**src/rtl/e2lct_pkg.sv**
```systemverilog
// Constants and types for the epoch to local civil time converter.
// Holds the reciprocal constants of the division stages and the month start table.
// No dependencies.
`default_nettype none

package e2lct_pkg;

    localparam logic [16:0] SECS_PER_DAY   = 17'd86400;
    localparam logic [19:0] DAY_SHIFT      = 20'd719468;
    localparam logic [19:0] ERA5_START     = 20'd730485;   // 5 * 146097
    localparam logic [19:0] ERA4_START     = 20'd584388;   // 4 * 146097
    localparam logic [17:0] DAYS_PER_4Y    = 18'd1460;
    localparam logic [17:0] DAYS_PER_100Y  = 18'd36524;
    localparam logic [17:0] LAST_DAY_OF_ERA = 18'd146096;
    localparam logic [17:0] DAYS_PER_YEAR  = 18'd365;
    localparam logic [16:0] SECS_PER_HOUR  = 17'd3600;
    localparam logic [11:0] SECS_PER_MIN   = 12'd60;

    // floor(2^s / d); the quotient estimate is low by at most one
    localparam logic [15:0] RECIP_DAY   = 16'd49710;     // s = 32
    localparam logic [17:0] RECIP_WEEK  = 18'd149796;    // s = 20
    localparam logic [8:0]  RECIP_HOUR  = 9'd291;        // s = 20
    localparam logic [21:0] RECIP_4Y    = 22'd2941758;   // s = 32
    localparam logic [10:0] RECIP_MIN   = 11'd1092;      // s = 16
    localparam logic [23:0] RECIP_YEAR  = 24'd11767033;  // s = 32

    localparam logic [11:0] YEAR_ERA4 = 12'd1600;
    localparam logic [11:0] YEAR_ERA5 = 12'd2000;

    localparam int NUM_STAGES = 10;

    typedef struct packed {
        logic [2:0]  weekday;
        logic [5:0]  second;
        logic [5:0]  minute;
        logic [4:0]  hour;
        logic [4:0]  day;
        logic [3:0]  month;
        logic [11:0] year;
    } civil_t;

    // first day of year of each month, year starting in March
    function automatic logic [8:0] month_start(input logic [3:0] mp);
        logic [8:0] r;
        case (mp)
            4'd0:    r = 9'd0;
            4'd1:    r = 9'd31;
            4'd2:    r = 9'd61;
            4'd3:    r = 9'd92;
            4'd4:    r = 9'd122;
            4'd5:    r = 9'd153;
            4'd6:    r = 9'd184;
            4'd7:    r = 9'd214;
            4'd8:    r = 9'd245;
            4'd9:    r = 9'd275;
            4'd10:   r = 9'd306;
            4'd11:   r = 9'd337;
            default: r = 9'd0;
        endcase
        return r;
    endfunction

endpackage

`default_nettype wire

```
**src/rtl/epoch_to_local_civil_time.sv**
```systemverilog
// Converts a 32-bit UTC Unix time plus a signed zone offset in minutes into local
// civil date, time of day and weekday (0 = Sunday). Takes one word per clock
// unless the output stalls. Results pass through the ten-stage chain
// of reciprocal-multiply divisions (estimate stage, then correction stage). A
// negative local time reads as 1970-01-01 00:00:00; a local time past 2^32-1
// wraps. The offset register must be written while the block is idle.
// Depends on e2lct_pkg.
`default_nettype none

module epoch_to_local_civil_time (
    input  wire logic        clk,
    input  wire logic        rst_n,
    input  wire logic        cfg_we,
    input  wire logic [10:0] cfg_wdata,       // zone_offset_minutes, signed
    input  wire logic        s_axis_tvalid,
    output logic             s_axis_tready,
    input  wire logic [31:0] s_axis_tdata,    // [31:0] epoch_utc
    output logic             m_axis_tvalid,
    input  wire logic        m_axis_tready,
    output logic [47:0]      m_axis_tdata     // year[11:0] month[15:12] day[20:16]
                                              // hour[25:21] minute[31:26]
                                              // second[37:32] weekday[40:38]
);

    localparam int NS = e2lct_pkg::NUM_STAGES;

    logic signed [10:0] zone_offset_reg;
    logic               skid_vld_reg, skid_vld_next;
    logic [31:0]        skid_data_reg;
    logic [NS-1:0]      vld_reg, vld_next;
    logic               en;
    logic               src_vld;
    logic [31:0]        src_data;

    // stage payloads
    logic [31:0] s1_t_reg, s1_t_next;
    logic [31:0] s2_t_reg;
    logic [15:0] s2_dq_reg, s2_dq_next;
    logic [15:0] s3_days_reg, s3_days_next;
    logic [16:0] s3_secs_reg, s3_secs_next;
    logic [17:0] s4_doe_reg, s4_doe_next;
    logic        s4_era5_reg, s4_era5_next;
    logic [16:0] s4_d4_reg, s4_d4_next;
    logic [12:0] s4_wq_reg, s4_wq_next;
    logic [16:0] s4_secs_reg;
    logic [4:0]  s4_hq_reg, s4_hq_next;
    logic [17:0] s5_doe_reg;
    logic        s5_era5_reg;
    logic [6:0]  s5_q4y_reg, s5_q4y_next;
    logic [2:0]  s5_c100y_reg, s5_c100y_next;
    logic        s5_last_reg, s5_last_next;
    logic [2:0]  s5_wd_reg, s5_wd_next;
    logic [4:0]  s5_hour_reg, s5_hour_next;
    logic [11:0] s5_rem_reg, s5_rem_next;
    logic [17:0] s6_doe_reg;
    logic        s6_era5_reg;
    logic [17:0] s6_n_reg, s6_n_next;
    logic [2:0]  s6_wd_reg;
    logic [4:0]  s6_hour_reg;
    logic [11:0] s6_rem_reg;
    logic [5:0]  s6_mq_reg, s6_mq_next;
    logic [17:0] s7_doe_reg;
    logic        s7_era5_reg;
    logic [17:0] s7_n_reg;
    logic [8:0]  s7_ye_reg, s7_ye_next;
    logic [2:0]  s7_wd_reg;
    logic [4:0]  s7_hour_reg;
    logic [5:0]  s7_min_reg, s7_min_next;
    logic [5:0]  s7_sec_reg, s7_sec_next;
    logic [17:0] s8_doe_reg;
    logic        s8_era5_reg;
    logic [8:0]  s8_yoe_reg, s8_yoe_next;
    logic [2:0]  s8_wd_reg;
    logic [4:0]  s8_hour_reg;
    logic [5:0]  s8_min_reg;
    logic [5:0]  s8_sec_reg;
    logic        s9_era5_reg;
    logic [8:0]  s9_yoe_reg;
    logic [8:0]  s9_doy_reg, s9_doy_next;
    logic [2:0]  s9_wd_reg;
    logic [4:0]  s9_hour_reg;
    logic [5:0]  s9_min_reg;
    logic [5:0]  s9_sec_reg;
    e2lct_pkg::civil_t s10_out_reg, s10_out_next;

    // combinational temporaries
    logic signed [17:0] off_ext, off_secs;
    logic signed [33:0] local_secs;
    logic [47:0] p2;
    logic [31:0] p3, r3;
    logic [17:0] r3_low;
    logic [19:0] z4;
    logic [34:0] p4_wk;
    logic [25:0] p4_hr;
    logic [39:0] p5_4y;
    logic [16:0] r5_wk, r5_hr;
    logic [17:0] r6_4y;
    logic [6:0]  q4y_fix;
    logic [22:0] p6_min;
    logic [41:0] p7_yr;
    logic [11:0] r7_min;
    logic [17:0] r8_yr;
    logic [1:0]  c100;
    logic [17:0] ydays, r9;
    logic [3:0]  mp;
    logic [8:0]  ms;
    logic [3:0]  mon;

    // configuration
    always_ff @(posedge clk or negedge rst_n)
    begin
        if (!rst_n)
            zone_offset_reg <= '0;
        else if (cfg_we)
            zone_offset_reg <= $signed(cfg_wdata);
    end

    // input skid: hold one word while the pipeline stalls
    assign s_axis_tready = !skid_vld_reg;
    assign en            = !vld_reg[NS-1] || m_axis_tready;
    assign src_vld       = skid_vld_reg || s_axis_tvalid;
    assign src_data      = skid_vld_reg ? skid_data_reg : s_axis_tdata;
    assign skid_vld_next = skid_vld_reg ? !en : (s_axis_tvalid && !en);
    assign vld_next      = {vld_reg[NS-2:0], src_vld};

    always_ff @(posedge clk or negedge rst_n)
    begin
        if (!rst_n)
        begin
            skid_vld_reg <= 1'b0;
            vld_reg      <= '0;
        end
        else
        begin
            skid_vld_reg <= skid_vld_next;
            if (en)
                vld_reg <= vld_next;
        end
    end

    always_ff @(posedge clk)
    begin
        if (!skid_vld_reg && !en)
            skid_data_reg <= s_axis_tdata;
    end

    always_comb
    begin
        // stage 1: apply offset, clamp at zero, wrap at 2^32
        off_ext    = 18'(zone_offset_reg);
        off_secs   = (off_ext <<< 6) - (off_ext <<< 2);
        local_secs = $signed({2'b00, src_data}) + 34'(off_secs);
        s1_t_next  = local_secs[33] ? 32'd0 : local_secs[31:0];

        // stage 2: day quotient estimate
        p2         = 48'(s1_t_reg) * 48'(e2lct_pkg::RECIP_DAY);
        s2_dq_next = p2[47:32];

        // stage 3: correct days, split off seconds of day
        p3     = 32'(s2_dq_reg) * 32'(e2lct_pkg::SECS_PER_DAY);
        r3     = s2_t_reg - p3;
        r3_low = r3[17:0];
        if (r3_low >= 18'(e2lct_pkg::SECS_PER_DAY))
        begin
            s3_days_next = s2_dq_reg + 16'd1;
            s3_secs_next = 17'(r3_low - 18'(e2lct_pkg::SECS_PER_DAY));
        end
        else
        begin
            s3_days_next = s2_dq_reg;
            s3_secs_next = r3_low[16:0];
        end

        // stage 4: era and day of era; weekday and hour estimates
        z4           = 20'(s3_days_reg) + e2lct_pkg::DAY_SHIFT;
        s4_era5_next = (z4 >= e2lct_pkg::ERA5_START);
        s4_doe_next  = 18'(z4 - (s4_era5_next ? e2lct_pkg::ERA5_START
                                              : e2lct_pkg::ERA4_START));
        s4_d4_next   = 17'(s3_days_reg) + 17'd4;
        p4_wk        = 35'(s4_d4_next) * 35'(e2lct_pkg::RECIP_WEEK);
        s4_wq_next   = p4_wk[32:20];
        p4_hr        = 26'(s3_secs_reg) * 26'(e2lct_pkg::RECIP_HOUR);
        s4_hq_next   = p4_hr[24:20];

        // stage 5: four-year estimate, century count; fix weekday and hour
        p5_4y         = 40'(s4_doe_reg) * 40'(e2lct_pkg::RECIP_4Y);
        s5_q4y_next   = p5_4y[38:32];
        s5_c100y_next = 3'(s4_doe_reg >= e2lct_pkg::DAYS_PER_100Y)
                      + 3'(s4_doe_reg >= 18'(2 * e2lct_pkg::DAYS_PER_100Y))
                      + 3'(s4_doe_reg >= 18'(3 * e2lct_pkg::DAYS_PER_100Y))
                      + 3'(s4_doe_reg >= e2lct_pkg::LAST_DAY_OF_ERA);
        s5_last_next  = (s4_doe_reg >= e2lct_pkg::LAST_DAY_OF_ERA);
        r5_wk         = s4_d4_reg - 17'(s4_wq_reg) * 17'd7;
        s5_wd_next    = (r5_wk >= 17'd7) ? 3'(r5_wk - 17'd7) : r5_wk[2:0];
        r5_hr         = s4_secs_reg - 17'(s4_hq_reg) * e2lct_pkg::SECS_PER_HOUR;
        if (r5_hr >= e2lct_pkg::SECS_PER_HOUR)
        begin
            s5_hour_next = s4_hq_reg + 5'd1;
            s5_rem_next  = 12'(r5_hr - e2lct_pkg::SECS_PER_HOUR);
        end
        else
        begin
            s5_hour_next = s4_hq_reg;
            s5_rem_next  = r5_hr[11:0];
        end

        // stage 6: fix four-year count, leap-adjusted day count; minute estimate
        r6_4y   = s5_doe_reg - 18'(s5_q4y_reg) * e2lct_pkg::DAYS_PER_4Y;
        q4y_fix = (r6_4y >= e2lct_pkg::DAYS_PER_4Y) ? s5_q4y_reg + 7'd1 : s5_q4y_reg;
        s6_n_next  = s5_doe_reg - 18'(q4y_fix) + 18'(s5_c100y_reg) - 18'(s5_last_reg);
        p6_min     = 23'(s5_rem_reg) * 23'(e2lct_pkg::RECIP_MIN);
        s6_mq_next = p6_min[21:16];

        // stage 7: year of era estimate; fix minute and second
        p7_yr      = 42'(s6_n_reg) * 42'(e2lct_pkg::RECIP_YEAR);
        s7_ye_next = p7_yr[40:32];
        r7_min     = s6_rem_reg - 12'(s6_mq_reg) * e2lct_pkg::SECS_PER_MIN;
        if (r7_min >= e2lct_pkg::SECS_PER_MIN)
        begin
            s7_min_next = s6_mq_reg + 6'd1;
            s7_sec_next = 6'(r7_min - e2lct_pkg::SECS_PER_MIN);
        end
        else
        begin
            s7_min_next = s6_mq_reg;
            s7_sec_next = r7_min[5:0];
        end

        // stage 8: fix year of era
        r8_yr       = s7_n_reg - 18'(s7_ye_reg) * e2lct_pkg::DAYS_PER_YEAR;
        s8_yoe_next = (r8_yr >= e2lct_pkg::DAYS_PER_YEAR) ? s7_ye_reg + 9'd1 : s7_ye_reg;

        // stage 9: day of year, March based
        c100  = 2'(s8_yoe_reg >= 9'd100) + 2'(s8_yoe_reg >= 9'd200)
              + 2'(s8_yoe_reg >= 9'd300);
        ydays = 18'(s8_yoe_reg) * e2lct_pkg::DAYS_PER_YEAR
              + 18'(s8_yoe_reg[8:2]) - 18'(c100);
        r9          = s8_doe_reg - ydays;
        s9_doy_next = r9[8:0];

        // stage 10: month by table search, then day and year
        mp = 4'd0;
        for (int k = 1; k < 12; k++)
        begin
            if (s9_doy_reg >= e2lct_pkg::month_start(4'(k)))
                mp = mp + 4'd1;
        end
        ms  = e2lct_pkg::month_start(mp);
        mon = (mp < 4'd10) ? mp + 4'd3 : mp - 4'd9;
        s10_out_next.month   = mon;
        s10_out_next.day     = 5'(s9_doy_reg - ms + 9'd1);
        s10_out_next.year    = 12'(s9_yoe_reg)
                             + (s9_era5_reg ? e2lct_pkg::YEAR_ERA5 : e2lct_pkg::YEAR_ERA4)
                             + 12'(mon <= 4'd2);
        s10_out_next.hour    = s9_hour_reg;
        s10_out_next.minute  = s9_min_reg;
        s10_out_next.second  = s9_sec_reg;
        s10_out_next.weekday = s9_wd_reg;
    end

    // advance all stages together
    always_ff @(posedge clk)
    begin
        if (en)
        begin
            s1_t_reg      <= s1_t_next;
            s2_t_reg      <= s1_t_reg;
            s2_dq_reg     <= s2_dq_next;
            s3_days_reg   <= s3_days_next;
            s3_secs_reg   <= s3_secs_next;
            s4_doe_reg    <= s4_doe_next;
            s4_era5_reg   <= s4_era5_next;
            s4_d4_reg     <= s4_d4_next;
            s4_wq_reg     <= s4_wq_next;
            s4_secs_reg   <= s3_secs_reg;
            s4_hq_reg     <= s4_hq_next;
            s5_doe_reg    <= s4_doe_reg;
            s5_era5_reg   <= s4_era5_reg;
            s5_q4y_reg    <= s5_q4y_next;
            s5_c100y_reg  <= s5_c100y_next;
            s5_last_reg   <= s5_last_next;
            s5_wd_reg     <= s5_wd_next;
            s5_hour_reg   <= s5_hour_next;
            s5_rem_reg    <= s5_rem_next;
            s6_doe_reg    <= s5_doe_reg;
            s6_era5_reg   <= s5_era5_reg;
            s6_n_reg      <= s6_n_next;
            s6_wd_reg     <= s5_wd_reg;
            s6_hour_reg   <= s5_hour_reg;
            s6_rem_reg    <= s5_rem_reg;
            s6_mq_reg     <= s6_mq_next;
            s7_doe_reg    <= s6_doe_reg;
            s7_era5_reg   <= s6_era5_reg;
            s7_n_reg      <= s6_n_reg;
            s7_ye_reg     <= s7_ye_next;
            s7_wd_reg     <= s6_wd_reg;
            s7_hour_reg   <= s6_hour_reg;
            s7_min_reg    <= s7_min_next;
            s7_sec_reg    <= s7_sec_next;
            s8_doe_reg    <= s7_doe_reg;
            s8_era5_reg   <= s7_era5_reg;
            s8_yoe_reg    <= s8_yoe_next;
            s8_wd_reg     <= s7_wd_reg;
            s8_hour_reg   <= s7_hour_reg;
            s8_min_reg    <= s7_min_reg;
            s8_sec_reg    <= s7_sec_reg;
            s9_era5_reg   <= s8_era5_reg;
            s9_yoe_reg    <= s8_yoe_reg;
            s9_doy_reg    <= s9_doy_next;
            s9_wd_reg     <= s8_wd_reg;
            s9_hour_reg   <= s8_hour_reg;
            s9_min_reg    <= s8_min_reg;
            s9_sec_reg    <= s8_sec_reg;
            s10_out_reg   <= s10_out_next;
        end
    end

    assign m_axis_tvalid = vld_reg[NS-1];
    assign m_axis_tdata  = {7'd0, s10_out_reg};

    // checks
    a_skid_holds: assert property (@(posedge clk) disable iff (!rst_n)
        skid_vld_reg && !en |=> skid_vld_reg)
        else $error("skid word dropped during stall");

    a_secs_range: assert property (@(posedge clk) disable iff (!rst_n)
        vld_reg[2] |-> s3_secs_reg < e2lct_pkg::SECS_PER_DAY)
        else $error("seconds of day out of range");

    a_date_range: assert property (@(posedge clk) disable iff (!rst_n)
        m_axis_tvalid |-> (s10_out_reg.month >= 4'd1 && s10_out_reg.month <= 4'd12
                           && s10_out_reg.day >= 5'd1 && s10_out_reg.day <= 5'd31))
        else $error("month or day out of range");

    a_time_range: assert property (@(posedge clk) disable iff (!rst_n)
        m_axis_tvalid |-> (s10_out_reg.hour <= 5'd23 && s10_out_reg.minute <= 6'd59
                           && s10_out_reg.second <= 6'd59 && s10_out_reg.weekday <= 3'd6))
        else $error("time of day or weekday out of range");

endmodule

`default_nettype wire
```
**config.mk**
```make
export PLATFORM = sky130hd
export DESIGN_NAME = epoch_to_local_civil_time
export DESIGN_NICKNAME = d
export VERILOG_FILES = /design/src/rtl/e2lct_pkg.sv /design/src/rtl/epoch_to_local_civil_time.sv
export SDC_FILE = /design/constraint.sdc
export NUM_CORES = 2
export LEC_CHECK = 0
export BUFFER_PORTS_ARGS = -buffer_cell sky130_fd_sc_hd__buf_2
export CORE_ASPECT_RATIO = 1.25
export CORE_MARGIN = 8
export CORE_UTILIZATION = 30
export CTS_CLUSTER_DIAMETER = 40
export DETAILED_ROUTE_END_ITERATION = 12
export PLACE_DENSITY = 0.41
export REMOVE_ABC_BUFFERS = 1
export SLEW_MARGIN = 20
export SYNTH_ARGS = -nofsm -noshare
export SYNTH_HDL_FRONTEND = slang
export SYNTH_SLANG_ARGS = --single-unit
```
**constraint.sdc**
```tcl
create_clock -name clk -period 31.6 [get_ports clk]
set_clock_uncertainty 0.05 [all_clocks]
set_input_delay 4.74 -clock clk [delete_from_list [all_inputs] [get_ports clk]]
set_output_delay 4.74 -clock clk [all_outputs]
set_load 0.01 [all_outputs]
```
# After elaboration in Yosys (flattened, before gate mapping)
# Memories as Yosys holds them, arrays and structs flattened.
# Cells that the tools add are included.
# word_totals
register_bits	504
rom_bits	144
inputBits	48
elab_cells	179
n_memories	1
# memory_table
memory	depth	word_bits	read_ports	rd_clocked_by_memory_dff	wr	line	rtl
(name not given)	16	9	1	0	0	e2lct_pkg.sv:45	case (mp)
# op_classes
add_sub_neg	47
n_mul	13
magnitude_cmp	27
n_mux	25
n_reduce_logical	7
# ops
operator	n
18-bit subtractor	4
18-bit by 17-bit greater-or-equal comparator with 1-bit output, second input constant	3
32-bit by 15-bit multiplier with 47-bit output, second input constant	1
9-bit by 8-bit greater-or-equal comparator with 1-bit output, second input constant	5
4-bit 2-to-1 mux	11
18-bit by 24-bit multiplier with 41-bit output, second input constant	1
4-bit by 1-bit adder with 4-bit output, second input constant	10
18-bit by 21-bit multiplier with 38-bit output, second input constant	1
9-bit greater-or-equal comparator, second input constant	4
33-bit by 18-bit adder with 34-bit output	1
32-bit 2-to-1 mux	1
17-bit by 16-bit multiplier with 31-bit output, second input constant	1
9-bit by 7-bit greater-or-equal comparator with 1-bit output, second input constant	3
17-bit by 9-bit multiplier with 25-bit output, second input constant	1
16-bit by 20-bit adder with 20-bit output, second input constant	1
20-bit greater-or-equal comparator, second input constant	1
12-bit by 9-bit multiplier with 20-bit output, second input constant	1
18-bit by 3-bit adder with 18-bit output	1
18-bit by 11-bit greater-or-equal comparator with 1-bit output, second input constant	1
18-bit by 16-bit greater-or-equal comparator with 1-bit output, second input constant	1
18-bit greater-or-equal comparator, second input constant	1
18-bit by 9-bit greater-or-equal comparator with 1-bit output, second input constant	1
9-bit by 9-bit multiplier with 18-bit output, second input constant	1
18-bit 2-to-1 mux	1
53 further kinds	62

# Depth between registers and ports, before layout
# logic_depth
depth_word	26
mapped_depth	44

# Worst setup path before layout
# No wires, ideal clock.
# synth_timing
path_kind	input to register
from	input m_axis_tready
to	register skid_data_reg[0], enable pin
t_arrival_ps	23485
required_ps	29843
slack_ps	6358
cell_stages	3
path_buffers	1
path_cell_list	nand2b_1 > clkbuf_1 > nor2_1
# synth_between
elab_chain_cells	3
# synth_lines
element	line	rtl
from (decl)	epoch_to_local_civil_time.sv:19	input wire logic m_axis_tready,
1-bit logical OR	epoch_to_local_civil_time.sv:120	assign en = !vld_reg[NS-1] || m_axis_tready;
1-bit zero test	epoch_to_local_civil_time.sv:143	if (!skid_vld_reg && !en)
1-bit logical AND	epoch_to_local_civil_time.sv:143	
to (signal assigned)	epoch_to_local_civil_time.sv:144	skid_data_reg <= s_axis_tdata;
to (decl)	epoch_to_local_civil_time.sv:29	logic [31:0] skid_data_reg;
# Every way passes these cells.
# A chain may end at the register's enable or synchronous reset.

# Worst setup path after layout
# layout_timing
from	register s5_q4y_reg[1]
to	register s6_n_reg[17], data pin
# layout_between
elab_chain_cells	7
word_cells_on_any_way	8
# layout_lines
element	line	rtl
from (decl)	epoch_to_local_civil_time.sv:49	logic [6:0] s5_q4y_reg, s5_q4y_next;
from (signal assigned)	epoch_to_local_civil_time.sv:279	s5_q4y_reg <= s5_q4y_next;
7-bit by 9-bit multiplier with 16-bit output	epoch_to_local_civil_time.sv:208	r6_4y = s5_doe_reg - 18'(s5_q4y_reg) * e2lct_pkg::DAYS_PER_4Y;
18-bit subtractor	epoch_to_local_civil_time.sv:208	
18-bit by 11-bit greater-or-equal comparator with 1-bit output	epoch_to_local_civil_time.sv:209	q4y_fix = (r6_4y >= e2lct_pkg::DAYS_PER_4Y) ? s5_q4y_reg + 7'd1 : s5_q4y_reg;
7-bit 2-to-1 mux *	epoch_to_local_civil_time.sv:209	
18-bit by 7-bit subtractor with 18-bit output *	epoch_to_local_civil_time.sv:210	s6_n_next = s5_doe_reg - 18'(q4y_fix) + 18'(s5_c100y_reg) - 18'(s5_last_reg);
18-bit by 3-bit adder with 18-bit output *	epoch_to_local_civil_time.sv:210	
18-bit by 1-bit subtractor with 18-bit output *	epoch_to_local_civil_time.sv:210	
net s6_n_next[17]	epoch_to_local_civil_time.sv:57	logic [17:0] s6_n_reg, s6_n_next;
to (signal assigned)	epoch_to_local_civil_time.sv:287	s6_n_reg <= s6_n_next;
to (decl)	epoch_to_local_civil_time.sv:57	
# Mark *: on every way through the listed nets, which the timed path passes. The rest lies on a longest branch.

==> qor.txt <==
===================================================================================
Run status                                                             finished clean
Final period demand of the worst path                                       9.84 ns
Post-detailed-placement half-perimeter wirelength                         103000 um
Maximum number of pins on one net before global-route repair                    174
Last weighted congestion value of the routability-driven placer               0.802
Global route total overflow                                                       0
Total Neg Setup Slack                                                          0 ns
Clock-pin slew on the worst setup and hold paths                            0.06 ns
Number of buffers on the longest clock path                                       3
Final core utilization                                                        33.9%
Number of placed instances, taps included                                      7734
Beginning of the worst hold path                                       s9_hour_reg[0]
Rows                                                                            179
Class of the tightest hold or removal check                              reg -> reg
Count of placed standard cells in the final layout, fillers left out           7921
Max frequency                                                               102 MHz
Overall global routing resource usage                                         12.3%
Ratio of cells with drive above 1 in the final layout                         6.94%
R2r startpoint                                                         s5_q4y_reg[1]
Die Y-Extent                                                                 505 um
Number of H-tree branching levels                                                 3
Setup repair after global routing missed its margin                           false
TritonCTS clock tree                                                           done
Count of pins over their slew limit                                               0
Post-route worst hold slack                                                0.361 ns
Number of synthesized register bits                                             504
Cell with the most instances after synthesis                                   ha_1
Number of clock buffers inserted by TritonCTS                                   100
Register area share after synthesis                                           26.2%
Buffer count from post-CTS setup fixing                                           0
Post-Synthesis Cell Area                                                 57300 um^2
Yosys warning count                                                               0
Routed metal-1 wirelength                                                  52200 um
Antenna violations before repair                                                  1
Worst Reg-to-Reg Cells                                                           34
P&R area growth vs syn                                                        12.6%
Cell family contributing the most delay on the critical path           compound AO/OA/AOI/OAI gates
Library cell occupying the most area in the post-synthesis netlist         edfxtp_1
CTS root buffer                                                           clkbuf_16
Most frequent cell on the critical path                                        ha_1
Quantity of hold-fixing buffers added after cts                                   0
Routed wire length per instance                                             15.7 um
CTS Sinks                                                                       504
Via count of the routed design                                                35100
Category of the worst setup path launch point                              register
Antenna Nets Post-Route                                                           0
Slack of the worst reg-to-reg path                                         21.76 ns
Starting density of the core                                                  30.1%
Worst path arrival time                                                    10.21 ns
Number of global-route vias before repair                                     38900
Detail Route met3 WL                                                        3050 um
Count of boundary I/O pins                                                       98
Iter 0 DRT Violations                                                          1109
Wire length of the first global-routing pass                              204000 um
DRC errors left                                                                   0
Worst-margin pin slew                                                       1.10 ns
Maximum cell stage delay along the critical path                            0.67 ns
Post-synth top cells                                                   ha_1 (1154), inv_1 (1097), fa_1 (609)
Critical register-to-register path endpoint                            s6_n_reg[17]
WHS Endpoint                                                           m_axis_tdata[21]
Top FF cell, synth                                                         edfxtp_1
Largest register FFs                                                             41
Die area                                                                205000 um^2
Hold Vio Cnt, Final                                                               0
First drt pass iteration count                                                    4
Headroom to the max-slew limit                                                26.3%
Final net count                                                                7113
Average footprint of a synthesized cell                                   11.2 um^2
Buf+Inv Stages, Crit Path                                                         3
Kind of capture point of the worst setup path                              register
Worst Hold Path Cells                                                             0
Share of the clock period used by the worst path after layout                 31.1%
Via-to-Cell Ratio                                                              4.43
Uppermost routed layer                                                         met4
Max cap viols                                                                     0
Routed wire length                                                        124000 um
Max stage delay cell, worst path                                          a2111oi_0
Detailed-routed wire length on met2                                        65500 um
Final setup violation count                                                       0
Standard cell core area                                                 190000 um^2
Top-area cell type share of the netlist area                                  25.3%
Cell variety after synth                                                         99
Critical path data required time                                           31.97 ns
Dominant cells by area after synthesis                                 edfxtp_1 (25%), ha_1 (25%), fa_1 (21%)
Share of flip-flops with an asynchronous set or reset                         4.37%
Post-synth EDFFs                                                                482
Crit Path Category                                                       reg -> reg
Post-cts gate resize count                                                        0
Insertion delay of the later-clocked pin in the worst-skew pair             0.71 ns
Crit Path Max Fanout                                                              7
Quantity of I/O buffers inserted on ports                                        90
Post-Synthesis Cells                                                           5123
Die span in x                                                                407 um
===================================================================================
[area by class of cell]
cell class                 instances  area (um^2)
clock inverter                    81         1040
clock buffer                     105         2540
fill                           19200       126000
antenna                            1         2.50
timing repair buffer             111          621
inverter                        1099         4130
multi-input combinational       3486        38000
tap                             2534         3170
sequential                       504        15000
[logic make-up after synthesis]
group	count (synthesis)	share of synthesized area, %
adder cells (fa/ha/maj)	1763	46.5
buffers and inverters	1139	7.60
AND/OR/NAND/NOR	681	5.96
AO/OA/AOI/OAI	648	7.45
flip-flops	504	26.2
XOR/XNOR	324	5.13
multiplexers	63	1.16
other	1	0.00654
[worst max-delay path by stage]
stage / slack [ns] / cells after the start / end / from
floorplan: 8.76 / 2 / skid_data_reg[0] / m_axis_tready
global placement: 21.82 / 34 / s6_n_reg[17] / s5_q4y_reg[4]
detailed placement: 21.74 / 34 / s6_n_reg[17] / s5_q4y_reg[4]
CTS: 21.68 / 34 / s6_n_reg[17] / s5_q4y_reg[1]
global route: 20.94 / 34 / s6_n_reg[17] / s5_q4y_reg[1]
finish: 21.76 / 34 / s6_n_reg[17] / s5_q4y_reg[1]
[worst reg2reg max path: cells and delay by family (launching register included)]
kind / cells / cell delay [ns]
AO/OA/AOI/OAI: 14 / 3.80
adder cells (fa/ha/maj): 9 / 3.60
AND/OR/NAND/NOR: 6 / 1.11
flip-flops: 1 / 0.50
XOR/XNOR: 2 / 0.34
buffers and inverters: 3 / 0.15
[through the flow]
step / setup slack, ns / area [um^2]
floorplan: 8.76 / 57100
global placement: 21.82 / 60900
detailed placement: 21.74 / 60900
CTS: 21.68 / 64500
global route: 20.94 / 64500
finish: 21.76 / 64500
[metal layers]
metal / track usage [%] / vias to the layer above
met1: 14.4 / 17100
met5: 0 / -
met3: 1.75 / 165
met4: 3.39 / 0
li1: - / 17600
met2: 23.3 / 314
[placed cells by master (no fill, tap or decap), types with 14 or more instances in the layout]
master / n
nand2_1: 156
dfrtp_1: 21
buf_2: 90
o21bai_1: 25
inv_6: 14
a21o_1: 81
or2_2: 22
nand2b_1: 36
ha_1: 1154
a31oi_1: 25
o21ai_0: 121
inv_1: 1097
nand3_1: 63
edfxtp_1: 482
o211ai_1: 14
buf_4: 20
nor2b_1: 42
bufinv_16: 16
fa_1: 609
nor3_1: 52
and2_1: 14
mux2_2: 21
xor2_1: 113
nor2_1: 166
and3_1: 33
a21oi_1: 179
nand4_1: 24
a21boi_0: 23
clkbuf_16: 100
a211oi_1: 22
mux2i_1: 40
xnor2_1: 201
o21a_1: 38
Power is not shown: default switching activity piles up to over one toggle a cycle in this logic, so the estimate is an artifact.
